--- src/rtl/integer_square_root_defines.svh ---
`ifndef INTEGER_SQUARE_ROOT_DEFINES_SVH
`define INTEGER_SQUARE_ROOT_DEFINES_SVH

// Same-cycle implication, checked on clk, disabled in reset.
`define ISR_ASSERT_NOW(label, ante, cons) \
    label: assert property (@(posedge clk) disable iff (!rst_n) (ante) |-> (cons)) \
        else $error("isr assertion failed");

// Next-cycle implication, checked on clk, disabled in reset.
`define ISR_ASSERT_NEXT(label, ante, cons) \
    label: assert property (@(posedge clk) disable iff (!rst_n) (ante) |=> (cons)) \
        else $error("isr assertion failed");

`endif

--- src/rtl/isr_pkg.sv ---
`default_nettype none

package isr_pkg;

    localparam int DEFAULT_OPERAND_BITS = 64;
    localparam int OPERAND_W            = 64;
    localparam int ROOT_W               = 32;

    typedef enum logic [1:0] {
        ST_IDLE,
        ST_RUN,
        ST_DONE
    } isr_state_t;

    typedef struct packed {
        logic load;
        logic step;
    } isr_cmd_t;

endpackage

`default_nettype wire

--- src/rtl/isr_ctrl.sv ---
`default_nettype none

module isr_ctrl
    import isr_pkg::*;
#(
    parameter int OPERAND_BITS = DEFAULT_OPERAND_BITS
)
(
    input  wire logic     clk,
    input  wire logic     rst_n,
    input  wire logic     start,
    output isr_cmd_t      cmd,
    output logic          busy,
    output logic          done
);

    localparam int ROOT_BITS = (OPERAND_BITS + 1) / 2;
    localparam int CNT_W     = $clog2(ROOT_BITS + 1);

    isr_state_t       state_reg, state_next;
    logic [CNT_W-1:0] count_reg, count_next;

    always_ff @(posedge clk or negedge rst_n)
    begin
        if (!rst_n)
        begin
            state_reg <= ST_IDLE;
            count_reg <= '0;
        end
        else
        begin
            state_reg <= state_next;
            count_reg <= count_next;
        end
    end

    always_comb
    begin
        state_next = state_reg;
        count_next = count_reg;
        case (state_reg)
            ST_IDLE:
            begin
                if (start)
                begin
                    state_next = ST_RUN;
                    count_next = CNT_W'(ROOT_BITS - 1);
                end
            end
            ST_RUN:
            begin
                if (count_reg == '0)
                    state_next = ST_DONE;
                else
                    count_next = count_reg - 1'b1;
            end
            ST_DONE:
            begin
                state_next = ST_IDLE;
            end
            default:
            begin
                state_next = ST_IDLE;
            end
        endcase
    end

    always_comb
    begin
        cmd.load = 1'b0;
        cmd.step = 1'b0;
        busy     = 1'b1;
        done     = 1'b0;
        case (state_reg)
            ST_IDLE:
            begin
                busy     = 1'b0;
                cmd.load = start;
            end
            ST_RUN:
            begin
                cmd.step = 1'b1;
            end
            ST_DONE:
            begin
                done = 1'b1;
            end
            default:
            begin
                busy = 1'b1;
            end
        endcase
    end

endmodule

`default_nettype wire

--- src/rtl/isr_datapath.sv ---
`default_nettype none

module isr_datapath
    import isr_pkg::*;
#(
    parameter int OPERAND_BITS = DEFAULT_OPERAND_BITS
)
(
    input  wire logic                 clk,
    input  wire isr_cmd_t             cmd,
    input  wire logic [OPERAND_W-1:0] operand,
    output logic [ROOT_W-1:0]         root,
    output logic                      inexact
);

    localparam int ROOT_BITS = (OPERAND_BITS + 1) / 2;
    localparam int PAD_W     = 2 * ROOT_BITS;
    localparam int REM_W     = ROOT_BITS + 3;

    logic [PAD_W-1:0]     rad_reg, rad_next;
    logic [REM_W-1:0]     rem_reg, rem_next;
    logic [ROOT_BITS-1:0] root_reg, root_next;

    logic [REM_W-1:0] rem_shift;
    logic [REM_W-1:0] trial;
    logic [REM_W-1:0] diff;
    logic             keep;

    // one root bit per step: bring down two radicand bits, try 4q+1
    assign rem_shift = {rem_reg[REM_W-3:0], rad_reg[PAD_W-1 -: 2]};
    assign trial     = REM_W'({root_reg, 2'b01});
    assign diff      = rem_shift - trial;
    assign keep      = (rem_shift >= trial);

    always_comb
    begin
        rad_next  = rad_reg;
        rem_next  = rem_reg;
        root_next = root_reg;
        if (cmd.load)
        begin
            rad_next  = PAD_W'(operand[OPERAND_BITS-1:0]);
            rem_next  = '0;
            root_next = '0;
        end
        else if (cmd.step)
        begin
            rad_next  = rad_reg << 2;
            rem_next  = keep ? diff : rem_shift;
            root_next = ROOT_BITS'({root_reg, keep});
        end
    end

    always_ff @(posedge clk)
    begin
        rad_reg  <= rad_next;
        rem_reg  <= rem_next;
        root_reg <= root_next;
    end

    assign root    = ROOT_W'(root_reg);
    assign inexact = |rem_reg;

endmodule

`default_nettype wire

--- src/rtl/integer_square_root.sv ---
// Channel   Handshake                 Payload
// input     start & !busy (accept)    operand[63:0]
// result    done (one-cycle strobe)   root[31:0], inexact
//
// After the accept, the controller steps through ST_RUN, one root bit per step, and
// then raises done in ST_DONE. A new operand cannot be accepted before the previous
// done strobe has passed. The single shared subtract/compare settles one root bit
// per cycle. busy stays high until the strobe has passed; start is ignored while
// busy. The receiver cannot stall; it must take the results in the done cycle, which
// the block itself does not enforce. rst_n clears the controller only.
`default_nettype none

`include "integer_square_root_defines.svh"

module integer_square_root
    import isr_pkg::*;
#(
    parameter int OPERAND_BITS = DEFAULT_OPERAND_BITS
)
(
    input  wire logic                 clk,
    input  wire logic                 rst_n,
    input  wire logic                 start,
    input  wire logic [OPERAND_W-1:0] operand,
    output logic                      busy,
    output logic                      done,
    output logic [ROOT_W-1:0]         root,
    output logic                      inexact
);

    localparam int ROOT_BITS = (OPERAND_BITS + 1) / 2;

    isr_cmd_t cmd;

    isr_ctrl #(
        .OPERAND_BITS(OPERAND_BITS)
    ) u_ctrl (
        .clk   (clk),
        .rst_n (rst_n),
        .start (start),
        .cmd   (cmd),
        .busy  (busy),
        .done  (done)
    );

    isr_datapath #(
        .OPERAND_BITS(OPERAND_BITS)
    ) u_datapath (
        .clk     (clk),
        .cmd     (cmd),
        .operand (operand),
        .root    (root),
        .inexact (inexact)
    );

    `ISR_ASSERT_NEXT(a_accept_busy, start && !busy, busy && !done)
    `ISR_ASSERT_NEXT(a_done_release, done, !busy && !done)
    `ISR_ASSERT_NOW(a_accept_latency, start && !busy, ##(ROOT_BITS + 1) done)
    `ISR_ASSERT_NOW(a_load_only_idle, cmd.load, !busy && !cmd.step)

endmodule

`default_nettype wire
--- config.mk ---
export PLATFORM = sky130hd
export DESIGN_NAME = integer_square_root
export DESIGN_NICKNAME = d
export VERILOG_FILES = /design/src/rtl/isr_pkg.sv /design/src/rtl/isr_ctrl.sv /design/src/rtl/isr_datapath.sv /design/src/rtl/integer_square_root.sv
export VERILOG_INCLUDE_DIRS = /design/src /design/src/rtl
export SDC_FILE = /design/constraint.sdc
export NUM_CORES = 1
export LEC_CHECK = 0
export ABC_AREA = 1
export BUFFER_PORTS_ARGS = -buffer_cell sky130_fd_sc_hd__buf_2
export CAP_MARGIN = 20
export CORE_UTILIZATION = 45
export CTS_CLUSTER_DIAMETER = 120
export DETAILED_ROUTE_END_ITERATION = 8
export MAX_ROUTING_LAYER = met4
export SYNTH_ARGS = -nofsm -noshare
export SYNTH_HDL_FRONTEND = slang
export SYNTH_SLANG_ARGS = --single-unit
--- constraint.sdc ---
create_clock -name clk -period 3.47 [get_ports clk]
set_input_delay 0.8675 -clock clk [delete_from_list [all_inputs] [get_ports clk]]
set_output_delay 0.8675 -clock clk [all_outputs]
set_load 0.02 [all_outputs]
==> summary.md, run 1 <==
| Metric | Value |
|---|---|
| Status | finished, final reports clean |
| Busiest grt layer | met2 |
| Worst path required time | 2.60 ns |
| Grt met2 use | 38.26% |
| Max-slew violations | 0 |
| Post-Syn Instances | 1063 |
| DRT antenna net count | 0 |
| M3 GR Usage | 4.842% |
| Type of the most critical hold path | in2async |
| GR Overflow Total | 0 |
| Total die area | 18180 um2 |
| Sequential fraction of the synthesis area | 43.62% |
| Crit. End Element | output pin |
| Starting DRC count in detailed routing | 366 |
| Setup CP Type | reg2out |
| Vias | 6960 |
| Slew headroom | 56.66% |
| Met1 Use GR | 30.15% |
| Root Buffer | clkbuf_16 |
| Final #Nets | 1262 |
| Worst-Margin Slew | 0.6502 ns |
| Clock latency at the later pin of the worst-skew pair | 0.42 ns |
| Worst setup path start | u_datapath.rem_reg[12] |
| Chip height | 134.8 um |
| CTS tree | yes |
| Area delta synth->final | 15.98% |
| Input/output buffers | 101 |
| All-Layer GR Usage | 23.75% |
| IO Pins | 102 |
| Yosys warning total | 0 |
| Worst setup path end | inexact |
| Post-CTS Setup Repair Bufs | 0 |
| Row count | 48 |
| TritonRoute pass-1 iters | 5 |
| Largest net degree at the start of global routing | 70 |
| Max FFs per register | 64 |
| Setup_tns | 0 ns |
| WL/cell | 14.33 um |
| Max-cap viol count | 0 |
| Post-synthesis cell type count | 41 |
| CTS Hold Bufs | 0 |
| Layout cells sized above 1 | 14.51% |
| Total clock sinks | 139 |
| FF-to-FF setup slack | 0.88 ns |
| Reg2reg end | u_datapath.rem_reg[23] |
| Drt total wl | 20020 um |
| Seq cells post-synth | 139 |
| Clock-pin slew on the worst setup and hold paths | 0.06 ns |
| DR DRC count | 0 |
| Achievable clock frequency | 354.7 MHz |
| Initial Utilization | 46.06% |
| Core Region | 17240 um2 |
| Vias per inst | 4.982 |
| CP max FO | 4 |
| Worst reg2reg path startpoint | u_datapath.root[23] |
| Avg Cell Area, Syn | 7.468 um2 |
| RSZ-0062 raised after global routing | false |
| Initial antenna violation count | 0 |
| Final Cycle Share | 81.25% |
| DIE WIDTH | 134.8 um |
| Via count of the first global-routing pass | 6672 |
| Placer Congestion | 0.9620 |
| Startpoint types | flip-flop |
| Setup violators final | 0 |
| PostCTS Resize Cnt | 0 |
| Mapped cell area | 7939 um2 |
| Worst-case reg-to-reg path depth | 14 |
| Post-DP HPWL | 14510 um |
| CTS Buf Count | 17 |
| CTS max path bufs | 2 |
| Worst Skew | 0.01125 ns |
| Antenna diode count | 0 |
| Fin crit period | 2.819 ns |
| H-tree levels | 4 |
| Syn_nets | 1166 |
| First-pass GRT wire length | 32820 um |
| CP Data Arrival Time | 1.95 ns |
| Final hold vios | 0 |
[cell families after synthesis]
group,Yosys count,share of synthesized area (%)
buffers and inverters,148,7.549
XOR/XNOR,22,2.427
flip-flops,139,43.62
AND/OR/NAND/NOR,599,31.25
adder cells (fa/ha/maj),36,5.674
AO/OA/AOI/OAI,119,9.472
[Yosys cell counts, drive strengths merged]
cell          number  share of area, %
a21o               4              0.38
a21oi             35               2.2
a22oi              1             0.095
a31oi              2              0.16
buf                9              0.82
clkbuf            20              0.99
dfrtp              8               2.5
dfxtp             67                17
dlymetal6s2s       1              0.16
edfxtp            64                24
ha                36               5.7
inv              118               5.6
nand2            445                21
nand3             54               3.7
nand3b             1             0.095
nand4              7              0.55
nor2              69               3.8
nor3              10              0.77
nor3b              1             0.095
nor4              10              0.79
o211ai            16               2.1
o21a               1             0.095
o21ai             23               1.4
o21bai             6              0.57
o22ai             31               2.4
or2                2              0.16
xnor2             15               1.7
xor2               7              0.77
[area by class of cell]
| type | instances | area [um2] |
|---|---|---|
| inverter | 118 | 444.2 |
| fill | 1764 | 8029 |
| tap | 225 | 281.5 |
| sequential | 139 | 3463 |
| multi-input combinational | 776 | 3879 |
| clock inverter | 13 | 143.9 |
| timing repair buffer | 107 | 563.0 |
| clock buffer | 19 | 432.9 |
[critical path, cell delays in order (launching register included)]
cell	delay (ns)
dfxtp_1	0.35
nor4_1	0.51
nand4_1	0.27
nor2_1	0.16
nand2_1	0.09
buf_2	0.17
[stage by stage]
| step | instances | setup WS [ns] | area (um2) | utilization (%) | hold slack [ns] |
|---|---|---|---|---|---|
| final | 1397 | 0.6505 | 9208 | 53.42 | 0.2810 |
| after floorplan | 1063 | 0.6345 | 7939 | - | 0.4268 |
| after detailed placement | 1365 | 0.8716 | 8631 | 50.07 | 0.4488 |
| after global routing | 1397 | 0.5726 | 9208 | 53.42 | 0.2707 |
| after CTS | 1397 | 0.6634 | 9208 | 53.42 | 0.2747 |
| after global placement | 1365 | 0.9139 | 8631 | 50.07 | 0.4399 |
[per-layer routing]
layer  up-vias  share of wire, %  wire [um]
li1       3648                 -          -
met1      3136                48       9605
met2       150                46       9305
met3        26               4.0        806
met4         0               1.5        301
met5         -                 0          0
[layout by cell type, fill, tap and decap left out, drive strengths merged]
cell type	n
nand2	445
inv	119
buf	107
nor2	69
dfxtp	67
edfxtp	64
nand3	54
ha	36
a21oi	35
o22ai	31
o21ai	23
clkbuf	19
o211ai	16
xnor2	15
nor4	10
nor3	10
dfrtp	8
nand4	7
xor2	7
o21bai	6
clkinv	6
a21o	4
clkinvlp	4
a31oi	2
or2	2
bufinv	2
o21a	1
nor3b	1
nand3b	1
a22oi	1
[worst min-delay path by stage]
stage          cells past startpoint                   start                      to
3_5_place_dp                       2  u_datapath.rem_reg[34]  u_datapath.rem_reg[34]
6_report                           1                   rst_n     u_ctrl.count_reg[1]
5_1_grt                            1                   rst_n     u_ctrl.count_reg[1]
2_1_floorplan                      2  u_datapath.rem_reg[33]  u_datapath.rem_reg[33]
4_1_cts                            1                   rst_n     u_ctrl.count_reg[1]
3_3_place_gp                       2  u_datapath.rem_reg[34]  u_datapath.rem_reg[34]
Power of run 1 is left out: the tool's default activity adds up to more than one toggle a clock period on the data nets, which glitch-free logic cannot reach.
==> run 2, diff against run 1 <==
- ABC_AREA: 1 -> 0
- PLACE_DENSITY: default -> 0.67
- clock period: 3.47 -> 2.35 ns (I/O delays scaled with it)
==> summary.md, run 2 <==
| Metric | Value |
|---|---|
| Async S/R FF share, synth | 5.755% (unchanged) |
| Clock latency at the later pin of the worst-skew pair | 0.44 ns (was 0.42 ns) |
| Via count of the first global-routing pass | 6839 (was 6672) |
| Synth area leaders | edfxtp_1 25%, dfxtp_1 18%, nand2_1 13%, ha_1 5.9%, o21ai_0 3.0% (was edfxtp_1 24%, nand2_1 21%, dfxtp_1 17%, ha_1 5.7%, inv_1 5.4%) |
| Avg Cell Area, Syn | 8.527 um2 (was 7.468 um2) |
| Initial antenna violation count | 0 (unchanged) |
| Post-Syn Instances | 892 (was 1063) |
| Placer Congestion | 0.9413 (was 0.9620) |
| Mapped cell area | 7606 um2 (was 7939 um2) |
| First-pass GRT wire length | 32750 um (was 32820 um) |
| Startpoint types | flip-flop (unchanged) |
| Slowest stage cell on the critical path | dfxtp_4 (was nor4_1) |
| Pre-CTS setup slack | -0.3508 ns (was 0.8716 ns) |
| GR Overflow Total | 0 (unchanged) |
| Layout cells sized above 1 | 36.26% (was 14.51%) |
| CTS tree | yes (unchanged) |
| Area delta synth->final | 40.89% (was 15.98%) |
| Root Buffer | clkbuf_16 (unchanged) |
| Synth top cells by count | 257 x nand2_1, 67 x dfxtp_1, 64 x edfxtp_1 (was 439 x nand2_1, 115 x inv_1, 67 x dfxtp_1) |
| Sequential fraction of the synthesis area | 45.53% (was 43.62%) |
| Type of the most critical hold path | in2reg (was in2async) |
| Initial Utilization | 46.03% (was 46.06%) |
| CP Data Arrival Time | 3.01 ns (was 1.95 ns) |
| Setup_tns | -7.820 ns (was 0 ns) |
| Most frequent cells in the layout | 254 x nand2_1, 147 x buf_4, 100 x buf_2, 64 x edfxtp_1, 44 x o21ai_0 (was 438 x nand2_1, 113 x inv_1, 101 x buf_2, 67 x dfxtp_1, 64 x edfxtp_1) |
| RSZ-0062 raised after global routing | true (was false) |
| Antenna diode count | 0 (unchanged) |
| Worst Skew | 0.01404 ns (was 0.01125 ns) |
| Setup violators final | 37 (was 0) |
| Largest net degree at the start of global routing | 82 (was 70) |
| CP max FO | 3 (was 4) |
| Pwr/cell area | 487.4 nW/um2 |
| Setup CP Type | reg2reg (was reg2out) |
| Input/output buffers | 101 (unchanged) |
| Fillers | 1340 (was 1764) |
| Total die area | 17430 um2 (was 18180 um2) |
| Number of synthesized flops with an enable pin | 64 (unchanged) |
| Worst path cell trace | inv_4 -> ha_4 -> buf_6 -> o211ai_1 -> o211ai_1 -> nand2_1 -> o221ai_2 -> a21oi_2 -> o21ai_2 -> a31o_1 -> buf_4 -> xor2_2 -> mux2i_1 -> o22ai_1 (was nor4_1 -> nand4_1 -> nor2_1 -> nand2_1 -> buf_2) |
| Drt total wl | 19730 um (was 20020 um) |
| Fin crit period | 2.706 ns |
| Row count | 47 (was 48) |
| Post-synthesis cell type count | 60 (was 41) |
| Max FFs per register | 64 (unchanged) |
| IO Pins | 102 (unchanged) |
| Seq cells post-synth | 139 (unchanged) |
| Largest delay share family, worst path | compound AO/OA/AOI/OAI gates (was simple AND/OR/NAND/NOR gates) |
| H-tree levels | 4 (unchanged) |
| Max-slew violations | 0 (unchanged) |
| Starting DRC count in detailed routing | 359 (was 366) |
| DIE WIDTH | 132.0 um (was 134.8 um) |
| DR DRC count | 0 (unchanged) |
| Main synth FF type | dfxtp_1 (unchanged) |
| TritonRoute pass-1 iters | 5 (unchanged) |
| Worst path required time | 2.65 ns (was 2.60 ns) |
| Crit. End Element | flip-flop (was output pin) |
| Worst-Margin Slew | 0.5097 ns (was 0.6502 ns) |
| Final hold vios | 0 (unchanged) |
| Vias per inst | 5.138 (was 4.982) |
| Status | finished, violations left (was finished, final reports clean) |
| Failing checks | negative setup slack |
| Post-DP Area | 9836 um2 (was 8631 um2) |
| Maximum vdd ir drop | 0.5012 mV |
| DRT antenna net count | 0 (unchanged) |
| Final WS setup | -0.3556 ns (was 0.6505 ns) |
| Final #Nets | 1229 (was 1262) |
| Buf+Inv Stages, Crit Path | 3 (was 1) |
| Chip height | 132.0 um (was 134.8 um) |
| WL/cell | 14.52 um (was 14.33 um) |
| Leakage power | 4.874 nW |
| Top-count cell post-synth | nand2_1 (unchanged) |
| CP most frequent cell | o211ai_1 |
| Post-DP HPWL | 14000 um (was 14510 um) |
| CTS Buf Count | 17 (unchanged) |
| Achievable clock frequency | 369.6 MHz |
| Yosys top cell by area | edfxtp_1 (unchanged) |
| Yosys warning total | 0 (unchanged) |
| Vias | 6983 (was 6960) |
| Critical path's largest stage delay | 0.36 ns (was 0.51 ns) |
| Fin area | 10720 um2 (was 9208 um2) |
| Slew headroom | 65.89% (was 56.66%) |
| Final Cycle Share | 115.1% |
| Top-area cell type share of the netlist area | 25.27% (was 24.21%) |
| Total clock sinks | 139 (unchanged) |
| Core Region | 16520 um2 (was 17240 um2) |
| Max-cap viol count | 0 (unchanged) |
| All-Layer GR Usage | 24.05% (was 23.75%) |
| Syn_nets | 995 (was 1166) |
| Most common cell after layout, fill and taps aside | nand2_1 (unchanged) |
| Clock-pin slew on the worst setup and hold paths | 0.07 ns (was 0.06 ns) |
| CTS max path bufs | 2 (unchanged) |
[run 2: repair_timing]
action | 4_1_cts | 5_1_grt
pin swaps | 22 | 13
hold endpoints to repair | 8 | 0
setup endpoints to repair | 37 | 37
resized for setup | 28 | 19
buffers inserted | 6 | 4
hold buffers | 1 | 0
[run 2: layer usage]
| layer | vias to the layer above | global-route usage (%) | part of all wire (%) | routed length (um) |
|---|---|---|---|---|
| met5 | - | - | 0 | 0 |
| met4 | 0 | 6.266 | 1.0 | 197 |
| met3 | 16 | 5.844 | 5.7 | 1132 |
| met2 | 171 | 38.18 | 48 | 9483 |
| met1 | 3238 | 30.65 | 45 | 8918 |
| li1 | 3558 | - | - | - |
[run 2: worst register-to-register path: stages, from the launching register on]
cell      delay [ns]
dfxtp_4         0.36
inv_4           0.04
ha_4            0.24
buf_6           0.11
o211ai_1        0.21
o211ai_1        0.21
nand2_1         0.17
o221ai_2        0.14
a21oi_2         0.20
o21ai_2         0.10
a31o_1          0.25
buf_4           0.15
xor2_2          0.13
mux2i_1         0.17
o22ai_1         0.11
[run 2: layout make-up]
class | instances | area (um2) | share of cell area, %
Timing Repair Buffer | 263 | 1853 | 17.29
Inverter | 45 | 175.2 | 1.635
Tap cell | 220 | 275.3 | 2.569
Clock buffer | 17 | 425.4 | 3.970
Multi-Input combinational cell | 660 | 4280 | 39.94
Sequential cell | 139 | 3542 | 33.05
Clock inverter | 15 | 165.2 | 1.541
[run 2: cells by family after synthesis]
| group | count (synthesis) | synth area share, % |
|---|---|---|
| AO/OA/AOI/OAI | 181 | 15.05 |
| XOR/XNOR | 35 | 4.030 |
| adder cells (fa/ha/maj) | 36 | 5.922 |
| buffers and inverters | 93 | 4.968 |
| flip-flops | 139 | 45.53 |
| multiplexers | 23 | 3.043 |
| AND/OR/NAND/NOR | 385 | 21.45 |
[run 2: final timing paths]
path	startpoint	endpoint	slack (ns)	cells past startpoint
max	u_datapath.root[0]	u_datapath.rem_reg[25]	-0.36	14
min	operand[51]	u_datapath.rad_reg[51]	0.40	3
max reg2reg	u_datapath.root[0]	u_datapath.rem_reg[25]	-0.36	14
min reg2reg	u_datapath.root[21]	u_datapath.root[21]	0.49	2
max in group asynchronous	rst_n	u_ctrl.state_reg[0]	1.65	2
min in group asynchronous	rst_n	u_ctrl.count_reg[4]	0.52	2
[run 2: power breakdown]
part | internal, mW | switching [mW] | total (mW) | leakage (nW)
clock network | 1.43 | 1.24 | 2.67 | 0.290
logic | 0.0401 | 0.0187 | 0.0588 | 3.13
registers | 2.49 | 0 | 2.49 | 1.45
total | 3.96 | 1.26 | 5.22 | 4.87
[run 2: metrics by stage]
| stage | util [%] | hold WS (ns) | power (mW) | std cells |
|---|---|---|---|---|
| finish | 64.85 | 0.4045 | 5.223 | 1359 |
| global route | 64.85 | 0.3988 | 5.377 | 1359 |
| CTS | 64.21 | 0.3934 | 5.284 | 1355 |
| detailed placement | 59.52 | 0.4409 | 2.600 | 1316 |
| global placement | 59.52 | 0.4394 | 2.599 | 1316 |
| floorplan | - | 0.2919 | 2.544 | 892 |
Power figures use the tool's default switching activity.
==> run 3, diff against run 2 <==
- RECOVER_POWER: default -> 50
- SLEW_MARGIN: default -> 30
==> summary.md, run 3 (synthesis gave the netlist of run 2 again) <==
| Metric | Value |
|---|---|
| Status | finished, violations left (unchanged) |
| Failing checks | negative setup slack (unchanged) |
| Met2 wire len | 9510 um (was 9483 um) |
| Storage cell area | 3542 um2 (unchanged) |
| Worst Skew | 0.01454 ns (was 0.01404 ns) |
| Max FFs per register | 64 (unchanged) |
| Worst setup path start | u_datapath.root[0] (unchanged) |
| Layout cells sized above 1 | 33.19% (was 36.26%) |
| Fin area | 10640 um2 (was 10720 um2) |
| Reg2reg end | u_datapath.rem_reg[25] (unchanged) |
| DIE WIDTH | 132.0 um (unchanged) |
| FF-to-FF setup slack | -0.36 ns (about the same) |
| Largest net degree at the start of global routing | 82 (unchanged) |
| H-tree levels | 4 (unchanged) |
| Non-filler cells, final | 1359 (unchanged) |
| DRT antenna net count | 0 (unchanged) |
| Maximum vdd ir drop | 0.5019 mV (was 0.5012 mV) |
| Post-DP Area | 9836 um2 (unchanged) |
| CP most frequent cell | o211ai_1 (unchanged) |
| Worst reg2reg path startpoint | u_datapath.root[0] (unchanged) |
| Final Cycle Share | 115.2% (was 115.1%) |
| CTS max path bufs | 2 (unchanged) |
| Startpoint types | flip-flop (unchanged) |
| DR DRC count | 0 (unchanged) |
| Pwr/cell area | 491.1 nW/um2 (was 487.4 nW/um2) |
| Area delta synth->final | 39.92% (was 40.89%) |
| Placed insts | 1316 (unchanged) |
| Clock latency at the later pin of the worst-skew pair | 0.44 ns (about the same) |
| Setup violators final | 37 (unchanged) |
| Max-cap viol count | 0 (unchanged) |
| Fin util | 64.41% (was 64.85%) |
| Type of the most critical hold path | in2reg (unchanged) |
| Drt total wl | 19790 um (was 19730 um) |
| Chip height | 132.0 um (unchanged) |
| Fin crit period | 2.706 ns (about the same) |
| Achievable clock frequency | 369.5 MHz (was 369.6 MHz) |
| Placer Congestion | 0.9413 (unchanged) |
| Total clock sinks | 139 (unchanged) |
| Final #Nets | 1229 (unchanged) |
| Multi-input gate area | 4273 um2 (was 4280 um2) |
| Top sig layer | met4 (unchanged) |
| IO Pins | 102 (unchanged) |
| Worst path required time | 2.65 ns (about the same) |
| First-pass GRT wire length | 32750 um (unchanged) |
| Metal3 WL | 1107 um (was 1132 um) |
| Max-slew violations | 0 (unchanged) |
| Core Region | 16520 um2 (unchanged) |
| Total die area | 17430 um2 (unchanged) |
| Input/output buffers | 101 (unchanged) |
| Starting DRC count in detailed routing | 348 (was 359) |
| Via count of the first global-routing pass | 6839 (unchanged) |
| Slew headroom | 51.34% (was 65.89%) |
| CTS Buf Count | 17 (unchanged) |
| Final hold vios | 0 (unchanged) |
| All-Layer GR Usage | 24.05% (unchanged) |
| Row count | 47 (unchanged) |
| Initial antenna violation count | 0 (unchanged) |
| Crit. End Element | flip-flop (unchanged) |
| Min-delay src | operand[45] (was operand[51]) |
| Setup CP Type | reg2reg (unchanged) |
| Power, Total | 5.226 mW (was 5.223 mW) |
| Slowest stage cell on the critical path | dfxtp_4 (unchanged) |
| CTS tree | yes (unchanged) |
| Critical path's largest stage delay | 0.36 ns (about the same) |
| Root Buffer | clkbuf_16 (unchanged) |
| WL/cell | 14.56 um (was 14.52 um) |
| Worst-case reg-to-reg path depth | 14 (unchanged) |
| Worst-Margin Slew | 0.7298 ns (was 0.5097 ns) |
| RSZ-0062 raised after global routing | true (unchanged) |
| Antenna diode count | 0 (unchanged) |
| Vias per inst | 5.124 (was 5.138) |
| Worst path cell trace | inv_4 -> ha_4 -> buf_6 -> o211ai_1 -> o211ai_1 -> nand2_1 -> o221ai_2 -> a21oi_2 -> o21ai_2 -> a31o_1 -> buf_4 -> xor2_2 -> mux2i_1 -> o22ai_1 (unchanged) |
| Post-DP HPWL | 14000 um (unchanged) |
| Worst setup path end | u_datapath.rem_reg[25] (unchanged) |
| Leakage power | 4.785 nW (was 4.874 nW) |
| Wl on met1 | 8974 um (was 8918 um) |
| TritonRoute pass-1 iters | 5 (unchanged) |
| Clock-pin slew on the worst setup and hold paths | 0.07 ns (about the same) |
| CP max FO | 3 (unchanged) |
| Most frequent cells in the layout | 255 x nand2_1, 146 x buf_4, 66 x buf_2, 64 x edfxtp_1, 44 x o21ai_0 (was 254 x nand2_1, 147 x buf_4, 100 x buf_2, 64 x edfxtp_1, 44 x o21ai_0) |
| CP Data Arrival Time | 3.01 ns (about the same) |
| Vias | 6963 (was 6983) |
| Final WS setup | -0.3561 ns (was -0.3556 ns) |
| Most common cell after layout, fill and taps aside | nand2_1 (unchanged) |
| Fillers | 1356 (was 1340) |
| GR Overflow Total | 0 (unchanged) |
| Initial Utilization | 46.03% (unchanged) |
## run 3: cell count changes in the layout (fill, tap and decap cells not counted)
cell | before | now
buf_6 | 7 | 8
clkbuf_1 | 0 | 34
nand2_1 | 254 | 255
nand2_4 | 2 | 1
buf_4 | 147 | 146
clkbuf_2 | 0 | 1
buf_2 | 100 | 66
clkbuf_4 | 0 | 1
buf_12 | 8 | 6
## run 3: worst max-delay path, delay by kind of cell, from the launching register on
family                   cells  cell delay [ns]
AND/OR/NAND/NOR              1             0.17
buffers and inverters        3             0.30
multiplexers                 1             0.17
AO/OA/AOI/OAI                7             1.21
flip-flops                   1             0.36
adder cells (fa/ha/maj)      1             0.24
XOR/XNOR                     1             0.13
## run 3: worst min-delay path by stage
stage                                   endpoint  slack [ns]  cells past startpoint
after CTS                 u_datapath.rad_reg[51]        0.39                      3
after detailed placement     u_ctrl.count_reg[3]        0.44                      1
after floorplan              u_ctrl.count_reg[0]        0.29                      0
after global routing      u_datapath.rad_reg[41]        0.40                      3
final                     u_datapath.rad_reg[45]        0.41                      3
after global placement       u_ctrl.count_reg[5]        0.44                      1
## run 3: metal layers
metal,GRT usage (%),vias to the layer above
met1,30.65,3227
met4,6.266,0
met3,5.844,16
met2,38.18,161
met5,-,-
li1,-,3559
## run 3: final cells by class
type / instances / share of cell area, %
multi-input cells: 660 / 40.15
flip-flops and latches: 139 / 33.28
repair buffers: 263 / 16.79
clock buffers: 17 / 3.997
well taps: 220 / 2.586
inverters: 45 / 1.646
clock inverters: 15 / 1.552
## run 3: per-stage QoR
step	TNS [ns]	setup slack [ns]	hold WS, ns
after floorplan	-6.759	-0.08646	0.2919
final	-7.898	-0.3561	0.4054
after detailed placement	-9.678	-0.3508	0.4409
after CTS	-6.610	-0.2534	0.3934
after global placement	-7.417	-0.2844	0.4394
after global routing	-14.77	-0.4489	0.3988
## run 3: what timing repair did
item / CTS / global route
hold buffers: 1 / 0
gates resized for setup: 28 / 19
endpoints found under the hold margin: 8 / 0
setup buffers: 6 / 4
pin swaps: 22 / 13
endpoints found under the setup margin: 37 / 37
## run 3: power breakdown
group / switching [mW] / total [mW] / internal, mW
sequential: 0 / 2.49 / 2.49
combinational: 0.0184 / 0.0581 / 0.0397
clock: 1.25 / 2.68 / 1.43
total: 1.26 / 5.23 / 3.96
